### config.mk
export PLATFORM = sky130hd
export DESIGN_NAME = md4_hash_engine_top
export DESIGN_NICKNAME = d
export VERILOG_FILES = /design/src/hw/rtl/md4_pkg.sv /design/src/hw/rtl/md4_hash_engine_top.sv
export SDC_FILE = /design/constraint.sdc
export NUM_CORES = 2
export LEC_CHECK = 0
export BUFFER_PORTS_ARGS = -buffer_cell sky130_fd_sc_hd__buf_2
export CORE_ASPECT_RATIO = 0.7
export CORE_MARGIN = 5
export CORE_UTILIZATION = 29
export DETAILED_ROUTE_END_ITERATION = 10
export GPL_ROUTABILITY_DRIVEN = 0
export PLACE_DENSITY_LB_ADDON = 0.3
export SYNTH_ARGS = -nofsm -noshare
export SYNTH_HDL_FRONTEND = slang
export SYNTH_SLANG_ARGS = --single-unit
### constraint.sdc
create_clock -name clk_i -period 7.4 [get_ports clk_i]
set_input_delay 0 -clock clk_i [delete_from_list [all_inputs] [get_ports clk_i]]
set_output_delay 0 -clock clk_i [all_outputs]
set_load 0.03 [all_outputs]
### src/hw/rtl/md4_pkg.sv
package md4_pkg;

  // Initial chaining vector
  localparam logic [31:0] IV_A = 32'h6745_2301;
  localparam logic [31:0] IV_B = 32'hEFCD_AB89;
  localparam logic [31:0] IV_C = 32'h98BA_DCFE;
  localparam logic [31:0] IV_D = 32'h1032_5476;

  // Round additive constants
  localparam logic [31:0] K_G = 32'h5A82_7999;
  localparam logic [31:0] K_H = 32'h6ED9_EBA1;

  localparam logic [7:0] PAD_BYTE = 8'h80;

  localparam int unsigned BLOCK_WORDS = 16;
  localparam int unsigned ROUNDS      = 48;
  localparam int unsigned WORD_AW     = $clog2(BLOCK_WORDS);
  localparam int unsigned ROUND_W     = $clog2(ROUNDS);

  typedef enum logic [1:0] {
    ST_IDLE,
    ST_ROUND,
    ST_UPDATE,
    ST_DONE
  } md4_state_e;

  // Source of the block being compressed
  typedef enum logic [1:0] {
    MODE_DATA,
    MODE_PAD1,
    MODE_PAD2
  } md4_mode_e;

  // Message word index for a round
  function automatic logic [WORD_AW-1:0] word_index(input logic [ROUND_W-1:0] rnd);
    logic [3:0] j;
    logic [WORD_AW-1:0] idx;
    j = rnd[3:0];
    case (rnd[5:4])
      2'd0:    idx = j;
      2'd1:    idx = {j[1:0], j[3:2]};
      2'd2:    idx = {j[0], j[1], j[2], j[3]};
      default: idx = j;
    endcase
    return idx;
  endfunction

  // Left rotate amount for a round
  function automatic logic [4:0] rot_amount(input logic [ROUND_W-1:0] rnd);
    logic [4:0] s;
    case ({rnd[5:4], rnd[1:0]})
      4'b00_00: s = 5'd3;
      4'b00_01: s = 5'd7;
      4'b00_10: s = 5'd11;
      4'b00_11: s = 5'd19;
      4'b01_00: s = 5'd3;
      4'b01_01: s = 5'd5;
      4'b01_10: s = 5'd9;
      4'b01_11: s = 5'd13;
      4'b10_00: s = 5'd3;
      4'b10_01: s = 5'd9;
      4'b10_10: s = 5'd11;
      4'b10_11: s = 5'd15;
      default:  s = 5'd3;
    endcase
    return s;
  endfunction

  function automatic logic [31:0] rotl32(input logic [31:0] v, input logic [4:0] s);
    logic [63:0] w;
    w = {v, v} << s;
    return w[63:32];
  endfunction

endpackage

### src/hw/rtl/md4_hash_engine_top.sv
// MD4 hash engine: one 32-bit message word per request, digest out on the last word.
// Non-last words are buffered; the word that fills a block starts 48 rounds on the
// shared round unit and then a chaining update.
// After the last word one padded block is compressed, or two when the padding spills over.
// Input is not ready while a block is compressed or a finished digest waits for the output register.
// Reset (async, active low) loads the initial vector and clears length, position and valid.
module md4_hash_engine_top (
  input  logic         clk_i,
  input  logic         rst_ni,
  input  logic         s_axis_tvalid,
  output logic         s_axis_tready,
  input  logic [39:0]  s_axis_tdata,   // [31:0] message_word, [34:32] byte_count, rest 0
  input  logic         s_axis_tlast,   // last_word
  output logic         m_axis_tvalid,
  input  logic         m_axis_tready,
  output logic [127:0] m_axis_tdata    // digest_word0, digest_word1, digest_word2, digest_word3
);
  import md4_pkg::*;

  md4_state_e state_q, state_d;
  md4_mode_e  mode_q, mode_d;

  logic [31:0] chain_q [4];
  logic [31:0] chain_d [4];
  logic [31:0] a_q, b_q, c_q, d_q, a_d, b_d, c_d, d_d;
  logic [31:0] buf_mem [BLOCK_WORDS];
  logic [31:0] buf_rd_q;
  logic [WORD_AW-1:0] pos_q, pos_d;
  logic [63:0] bits_q, bits_d;
  logic [ROUND_W-1:0] rnd_q, rnd_d;
  logic [31:0] tail_q, tail_d;
  logic        full_q, full_d;   // last word carried four bytes
  logic        two_q, two_d;     // padding spills into a second block
  logic        out_valid_q, out_valid_d;
  logic [127:0] out_data_q, out_data_d;

  logic        in_acc;
  logic [31:0] in_word;
  logic [2:0]  in_cnt, cnt;
  logic        buf_we;
  logic [6:0]  fill;

  logic [WORD_AW-1:0] k;
  logic [31:0] x, fval, tconst, sum;
  logic [WORD_AW:0] pos_next;

  assign in_word = s_axis_tdata[31:0];
  assign in_cnt  = s_axis_tdata[34:32];
  assign s_axis_tready = (state_q == ST_IDLE);
  assign in_acc  = s_axis_tvalid && s_axis_tready;
  assign m_axis_tvalid = out_valid_q;
  assign m_axis_tdata  = out_data_q;

  // Clamped byte count and padding fill level
  assign cnt  = (in_cnt > 3'd4) ? 3'd4 : in_cnt;
  assign fill = {1'b0, pos_q, 2'b00} + {4'd0, cnt};

  // Message word feeding the current round
  assign k        = word_index(rnd_q);
  assign pos_next = {1'b0, pos_q} + {{WORD_AW{1'b0}}, 1'b1};
  always_comb begin
    x = '0;
    case (mode_q)
      MODE_DATA: x = buf_rd_q;
      MODE_PAD1: begin
        if (k < pos_q)                                     x = buf_rd_q;
        else if (k == pos_q)                               x = tail_q;
        else if (full_q && ({1'b0, k} == pos_next))        x = {24'd0, PAD_BYTE};
        else if (!two_q && (k == WORD_AW'(14)))            x = bits_q[31:0];
        else if (!two_q && (k == WORD_AW'(15)))            x = bits_q[63:32];
        else                                               x = '0;
      end
      MODE_PAD2: begin
        if (k == WORD_AW'(14))                             x = bits_q[31:0];
        else if (k == WORD_AW'(15))                        x = bits_q[63:32];
        else if (full_q && (k == '0) &&
                 (pos_q == WORD_AW'(BLOCK_WORDS - 1)))     x = {24'd0, PAD_BYTE};
        else                                               x = '0;
      end
      default: x = '0;
    endcase
  end

  // Shared round unit
  always_comb begin
    case (rnd_q[5:4])
      2'd0: begin
        fval   = (b_q & c_q) | (~b_q & d_q);
        tconst = '0;
      end
      2'd1: begin
        fval   = (b_q & c_q) | (b_q & d_q) | (c_q & d_q);
        tconst = K_G;
      end
      default: begin
        fval   = b_q ^ c_q ^ d_q;
        tconst = K_H;
      end
    endcase
    sum = a_q + fval + x + tconst;
  end

  // Next state
  always_comb begin
    state_d = state_q;
    case (state_q)
      ST_IDLE: begin
        if (in_acc && (s_axis_tlast || (pos_q == WORD_AW'(BLOCK_WORDS - 1))))
          state_d = ST_ROUND;
      end
      ST_ROUND: begin
        if (rnd_q == ROUND_W'(ROUNDS - 1)) state_d = ST_UPDATE;
      end
      ST_UPDATE: begin
        if (mode_q == MODE_PAD1 && two_q) state_d = ST_ROUND;
        else if (mode_q != MODE_DATA)     state_d = ST_DONE;
        else                              state_d = ST_IDLE;
      end
      ST_DONE: begin
        if (!out_valid_q || m_axis_tready) state_d = ST_IDLE;
      end
      default: state_d = ST_IDLE;
    endcase
  end

  // Datapath and outputs
  always_comb begin
    mode_d      = mode_q;
    chain_d     = chain_q;
    a_d = a_q; b_d = b_q; c_d = c_q; d_d = d_q;
    pos_d       = pos_q;
    bits_d      = bits_q;
    rnd_d       = rnd_q;
    tail_d      = tail_q;
    full_d      = full_q;
    two_d       = two_q;
    out_data_d  = out_data_q;
    out_valid_d = out_valid_q && !m_axis_tready;
    buf_we      = 1'b0;
    case (state_q)
      ST_IDLE: begin
        rnd_d = '0;
        a_d = chain_q[0]; b_d = chain_q[1]; c_d = chain_q[2]; d_d = chain_q[3];
        if (in_acc) begin
          if (!s_axis_tlast) begin
            buf_we = 1'b1;
            bits_d = bits_q + 64'd32;
            pos_d  = pos_q + WORD_AW'(1);
            mode_d = MODE_DATA;
          end else begin
            bits_d = bits_q + {58'd0, cnt, 3'b000};
            mode_d = MODE_PAD1;
            full_d = (cnt == 3'd4);
            two_d  = (fill >= 7'd56);
            case (cnt)
              3'd0:    tail_d = {24'd0, PAD_BYTE};
              3'd1:    tail_d = {16'd0, PAD_BYTE, in_word[7:0]};
              3'd2:    tail_d = {8'd0, PAD_BYTE, in_word[15:0]};
              3'd3:    tail_d = {PAD_BYTE, in_word[23:0]};
              default: tail_d = in_word;
            endcase
          end
        end
      end
      ST_ROUND: begin
        a_d   = d_q;
        b_d   = rotl32(sum, rot_amount(rnd_q));
        c_d   = b_q;
        d_d   = c_q;
        rnd_d = rnd_q + ROUND_W'(1);
      end
      ST_UPDATE: begin
        chain_d[0] = chain_q[0] + a_q;
        chain_d[1] = chain_q[1] + b_q;
        chain_d[2] = chain_q[2] + c_q;
        chain_d[3] = chain_q[3] + d_q;
        a_d = chain_d[0]; b_d = chain_d[1]; c_d = chain_d[2]; d_d = chain_d[3];
        rnd_d = '0;
        if (mode_q == MODE_PAD1 && two_q) mode_d = MODE_PAD2;
      end
      ST_DONE: begin
        if (!out_valid_q || m_axis_tready) begin
          out_valid_d = 1'b1;
          out_data_d  = {chain_q[3], chain_q[2], chain_q[1], chain_q[0]};
          chain_d[0]  = IV_A;
          chain_d[1]  = IV_B;
          chain_d[2]  = IV_C;
          chain_d[3]  = IV_D;
          pos_d       = '0;
          bits_d      = '0;
          mode_d      = MODE_DATA;
        end
      end
      default: ;
    endcase
  end

  // Control and chaining state
  always_ff @(posedge clk_i or negedge rst_ni) begin
    if (!rst_ni) begin
      state_q     <= ST_IDLE;
      mode_q      <= MODE_DATA;
      chain_q[0]  <= IV_A;
      chain_q[1]  <= IV_B;
      chain_q[2]  <= IV_C;
      chain_q[3]  <= IV_D;
      pos_q       <= '0;
      bits_q      <= '0;
      rnd_q       <= '0;
      out_valid_q <= 1'b0;
    end else begin
      state_q     <= state_d;
      mode_q      <= mode_d;
      chain_q     <= chain_d;
      pos_q       <= pos_d;
      bits_q      <= bits_d;
      rnd_q       <= rnd_d;
      out_valid_q <= out_valid_d;
    end
  end

  // Working registers and payload
  always_ff @(posedge clk_i) begin
    a_q        <= a_d;
    b_q        <= b_d;
    c_q        <= c_d;
    d_q        <= d_d;
    tail_q     <= tail_d;
    full_q     <= full_d;
    two_q      <= two_d;
    out_data_q <= out_data_d;
  end

  // Block buffer; the word for the next round is registered from the next round index
  always_ff @(posedge clk_i) begin
    if (buf_we) buf_mem[pos_q] <= in_word;
    buf_rd_q <= buf_mem[word_index(rnd_d)];
  end

endmodule

Yosys cells after proc, flatten, opt, wreduce, memory -nomap -nowiden --
Memory sizes are Yosys's and may differ from the RTL's. A register that Yosys moved wholly into a read port is not among the register bits. Index checks and enable logic that the tools add are counted.
Word-level totals: input bits 45, bits in read-only memories 64, register bits after elaboration 497, bits in writable memories 512, memories 2, word-level logic and storage cells 152
Cells by class: equal/unequal tests 25, $add $sub $neg 13, bitwise logic cells 10, multiplexer cells 48, reduce and logical (&&, ||, !) cells 32, shift operators 1, $lt $le $gt $ge 3
Memories:
- buf_mem | depth 16, bits a word 32, read ports 1, clocked after Yosys merged registers in 1, wr ports 1, line md4_hash_engine_top.sv:26 | logic [31:0] buf_mem [BLOCK_WORDS];
- (name not given) | depth 16, bits a word 4, read ports 1, clocked after Yosys merged registers in 0, wr ports 0, line md4_pkg.sv:51 | case ({rnd[5:4], rnd[1:0]})
Operators by type and width (count):
- $pmux 32 s3 | 5
- $pmux 128 s2 | 1
- $add 32x32->32 | 7
- $mux 32 | 7
- $mux 64 | 3
- $and 32x32->32 | 4
- $mux 128 | 1
- $pmux 32 s4 | 1
- $pmux 64 s2 | 1
- $or 32x32->32 | 3
- $add 64x6->64 | 1
- $add 64x6->64 const B | 1
- $pmux 32 s2 | 1
- $shl 64x5->64 | 1
- $xor 32x32->32 | 2
- $pmux 31 s2 | 1
- $not 32->32 | 1
- $pmux 4 s2 | 3
- $mux 2 | 7
- $eq 4x4->1 const B | 3
- $mux 4 | 3
- $pmux 6 s2 | 1
- $eq 2x2->1 const B | 5
- $logic_and 1x1->1 | 9
- other kinds (33) | 60

Depth between registers and ports, before layout --
depth after elaboration 14, gate-level depth with buffers 30, depth with buffers taken out 28

Least setup slack after synthesis --
OpenSTA, ideal clock, no wires.
kind register -> register, from register rnd_q[4], to register b_q[25], data pin, setup slack -0.317 ns, data arrival time 7.456 ns, data required time 7.139 ns, stages on the path, launching flop included 30, buffers on the path 4, path through dfrtp_1 -> clkbuf_1 -> inv_1 -> ha_1 -> buf_2 -> mux2i_1 -> inv_1 -> ha_1 -> and3_1 -> nor3b_1 -> nor3_1 -> clkbuf_1 -> a221o_1 -> o221ai_1 -> fa_1 -> inv_1 -> fa_1 -> ha_1 -> buf_6 -> a2111o_1 -> o21bai_1 -> a311o_1 -> or3_1 -> o32ai_2 -> xnor2_1 -> a21oi_2 -> a32oi_1 -> a21oi_1 -> mux2i_1 -> a221o_1
On the way: longest elaborated chain between the ends 14, elaborated cells on any way between the ends 33, those cells by class add/sub: 3; order compare: 1; eq/ne: 6; shift: 1; mux: 14; reduce/logical: 7; memory: 1
RTL lines:
- start: declaration | line md4_hash_engine_top.sv:30 | logic [ROUND_W-1:0] rnd_q, rnd_d;
- start signal: assignment | line md4_hash_engine_top.sv:217 | rnd_q <= rnd_d;
- $eq 2x2->1 or $eq 2x1->1 (tied branches) | line md4_pkg.sv:39, md4_hash_engine_top.sv:86
- $pmux 4 s2 | line md4_pkg.sv:39 | case (rnd[5:4])
- $eq 4x4->1 | line md4_hash_engine_top.sv:70, md4_hash_engine_top.sv:75
- $logic_and 1x1->1 | line md4_hash_engine_top.sv:70 | else if (!two_q && (k == WORD_AW'(15))) x = bits_q[63:32];
- $mux 32 | line md4_hash_engine_top.sv:70
- $mux 32 | line md4_hash_engine_top.sv:69 | else if (!two_q && (k == WORD_AW'(14))) x = bits_q[31:0];
- $mux 32 | line md4_hash_engine_top.sv:68 | else if (full_q && ({1'b0, k} == pos_next)) x = {24'd0, PAD_BYTE};
- $mux 32 | line md4_hash_engine_top.sv:67 | else if (k == pos_q) x = tail_q;
- $mux 32 | line md4_hash_engine_top.sv:66 | if (k < pos_q) x = buf_rd_q;
- $pmux 32 s3 | line md4_hash_engine_top.sv:63 | case (mode_q)
- $add 32x32->32 (2 in series) | line md4_hash_engine_top.sv:100 | sum = a_q + fval + x + tconst;
- $shl 64x5->64 * | line md4_pkg.sv:71 | w = {v, v} << s;
- $pmux 32 s3 * | line md4_hash_engine_top.sv:140 | case (state_q)
- net b_d[25] | line md4_hash_engine_top.sv:25 | logic [31:0] a_q, b_q, c_q, d_q, a_d, b_d, c_d, d_d;
- end signal: assignment | line md4_hash_engine_top.sv:225 | b_q <= b_d;
- end: declaration | line md4_hash_engine_top.sv:25
Mark *: on every way through the listed nets, which the timed path passes. The rest lies on a longest branch. The select of a mux whose other input is x is not followed. A chain may end at the register's enable or synchronous reset.

Worst setup path after layout --
from register rnd_q[5], to register b_q[28], data pin
Same word-level chain as after synthesis.

==> results.md <==
- Status: finished clean
- Layout Utilization: 0.340
- Row cnt: 133
- Dominant synthesized flop cell: edfxtp_1
- Worst slew margin relative to its limit: 0.252
- Buf/Inv on CP: 7
- Post-DR wirelength/cell: 24.7 um
- H-tree Lvls: 3
- Starting Density: 0.292
- TritonCTS Buffers: 102
- Synthesized area per cell: 12.0 um^2
- Peak supply drop: 0.454 mV
- Critical-path maximum fanout: 12
- Detail Placement HPWL: 128000 um
- Fraction of layout cells with a size suffix above 1: 0.167
- Register area share after synthesis: 0.545
- Final setup margin: 184 ps
- CTS tree: built
- Port bufs: 169
- Internal Pwr Total: 18.2 mW
- Switching power: 14.9 mW
- Synth Cell Area: 0.0548 mm^2
- First-pass GRT wire length: 267000 um
- Area of the core: 0.188 mm^2
- Yosys warns: 0
- Sw Share: 0.449
- Final min period: 7220 ps
- Total grt overflow: 0
- Slowest CP cell: fa_1
- Worst Path Arrival: 7820 ps
- Drt pass-1 iters: 5
- Full die area: 0.198 mm^2
- Max Clk Rate: 139 MHz
- Initial antenna violation count: 17
- Gate power share: 0.572
- Req. time, crit path: 8000 ps
- Vias in the first global route: 37668
- Pwr dens: 518 mW/mm^2
- Final setup violation count: 0
- Clock power share: 0.159
- Die Span Y: 374 um
- Final Cycle Share: 0.975
- LEAKAGE: 23.9 nW
- Final nets: 5172
- Clock Tree Root: clkbuf_16
- Clock Tree Buf Depth: 3
- Global Route Usage Sum: 0.180
- MaxCap Viol Count: 0
- Kind of critical path: reg -> reg
- Worst slew pin tran: 1120 ps
- Seq cells post-synth: 1038
- Detailed Route WL: 184000 um
- Synth cell types: 95
- Pre-CTS WS: -127 ps
- Type of the worst min-delay path: in -> reg
- Vias: 39908
- Ys async rst share: 0.197
- Final Max Slew Viols: 0
- Iter 0 DRT Violations: 4485
- Clock Pin Slew Worst Setup and Hold Paths: 70 ps
- DRC: 0
- Post-Synthesis Net Count: 4902
- Hold Vio Cnt, Final: 0
- CTS sink count: 1038
- Startpoint Class: flop
- Clock Latency Late Sink: 770 ps
- Post-synth EDFFs: 802
- Setup TNS: 0 ps
- Sequential fraction of design power: 0.269
- Worst Skew: 72.1 ps
- Chip Width: 530 um
- Largest stage delay, worst path: 520 ps
- Largest net degree at the start of global routing: 176
- Family with the most delay on the worst path: compound AO/OA/AOI/OAI gates
- CP Capture Type: flop
- Io pins: 175
- Filler instances: 18401
- Vias per inst: 5.36
- Post-Synthesis Cells: 4575
- Area growth, synth to finish: 16.4%
- Routed Antenna Nets: 0
-- routing by layer --
layer,vias to the layer above,part of all wire,track usage
met1,20257,0.47,0.278
met5,-,0.00036,0
li1,17726,-,-
met2,1679,0.42,0.255
met4,10,0.022,0.0412
met3,236,0.090,0.0383
-- final cells by class --
cell class / count / area (um^2) / area share
clock inverter: 53 / 518 / 0.00811
clock buffer: 140 / 2830 / 0.0443
antenna: 8 / 20.0 / 0.000313
sequential: 1038 / 29900 / 0.468
tap: 2497 / 3120 / 0.0489
multi-input combinational: 3057 / 23700 / 0.371
timing repair buffer: 397 / 2860 / 0.0448
inverter: 249 / 940 / 0.0147
-- per-stage QoR --
| step | hold WS (ps) | cell area (um^2) | instances | total power [mW] |
|---|---|---|---|---|
| floorplan | -296 | 54900 | 4575 | 20.3 |
| global placement | 152 | 59700 | 7189 | 26.6 |
| detailed placement | 143 | 59700 | 7189 | 26.7 |
| CTS | 142 | 63500 | 7425 | 32.2 |
| global route | 192 | 63800 | 7432 | 35.2 |
| finish | 198 | 63900 | 7439 | 33.1 |
-- timing repair --
| action | in CTS | in global routing |
|---|---|---|
| resized for setup | 5 | 50 |
| setup endpoints to repair | 12 | 32 |
| endpoints found under the hold margin | 646 | 0 |
| cloned | 0 | 1 |
| hold buffers | 43 | 0 |
| setup buffers | 0 | 5 |
| pin swaps | 0 | 14 |
-- power groups by stage --
stage	Clock [mW]	Combinational, mW	Sequential (mW)
5_1_grt	5.61	20.6	8.95
3_3_place_gp	0	17.6	8.95
6_report	5.26	18.9	8.90
3_5_place_dp	0	17.8	8.94
4_1_cts	5.37	18.0	8.84
2_1_floorplan	0	12.2	8.08
-- sequential cells by signal, indices dropped and copies added (netlist names) --
signal         cells
buf_mem          512
chain_q          128
m_axis_tdata     128
bits_q            61
a_q               32
b_q               32
buf_rd_q          32
c_q               32
d_q               32
tail_q            32
rnd_q              6
pos_q              4
mode_q             2
state_q            2
full_q             1
m_axis_tvalid      1
two_q              1
-- layout by cell type, fill, tap and decap left out, types with 139 or more instances in the layout --
cell type and count:
buf_2 168, inv_1 244, o21ai_0 188, nor2_1 415, buf_4 172, dfrtp_1 139
a21oi_1 327, ha_1 181, edfxtp_1 802, nand2_1 313
-- cell families (layout without fill, tap and decap cells) --
group                    Yosys count  in the layout  synth area share
AO/OA/AOI/OAI                   1195           1195             0.144
AND/OR/NAND/NOR                 1136           1136            0.0936
flip-flops                      1038           1038             0.545
buffers and inverters            480            839            0.0336
adder cells (fa/ha/maj)          282            282            0.0769
multiplexers                     256            256            0.0762
XOR/XNOR                         188            188            0.0303
other                              0              8                 0
-- synth_stat cells (41+ instances only) --
master    instances  area, um^2
o22ai_1          46         288
nor2_1          427        1600
a221oi_1         41         359
a21o_1           91         683
mux4_2          128        2880
o21ai_0         193         966
a211oi_1         56         420
nor3_1           80         400
xor2_1           76         666
clkbuf_1        178         668
a21oi_1         336        1680
dfstp_2          64        1680
nand3_1          63         315
ha_1            190        2380
edfxtp_1        802       24100
xnor2_1         111         972
a31oi_1          78         488
fa_1             92        1840
nand2_1         315        1180
mux2i_1         114        1140
inv_1           247         927
nor2b_1          77         482
dfrtp_1         140        3500
-- path summary, 6_finish.rpt --
check,start,endpoint,slack [ps],cells after the start
setup reg to reg,rnd_q[5]$_DFF_PN0_,b_q[28]$_DFFE_PN_,180,29
min in group asynchronous,rst_ni,chain_q[3]$_DFFE_PN0P_,460,3
max in group asynchronous,rst_ni,bits_q[43]$_DFFE_PN0P_,5390,5
hold reg to reg,chain_q[40]$_DFFE_PN0P_,m_axis_tdata[72]$_DFFE_PP_,490,0
hold / removal,s_axis_tdata[5],buf_mem[9][5]$_DFFE_PP_,200,2
setup / recovery,rnd_q[5]$_DFF_PN0_,b_q[28]$_DFFE_PN_,180,29
No activity file was read; power rests on OpenSTA's default activity.
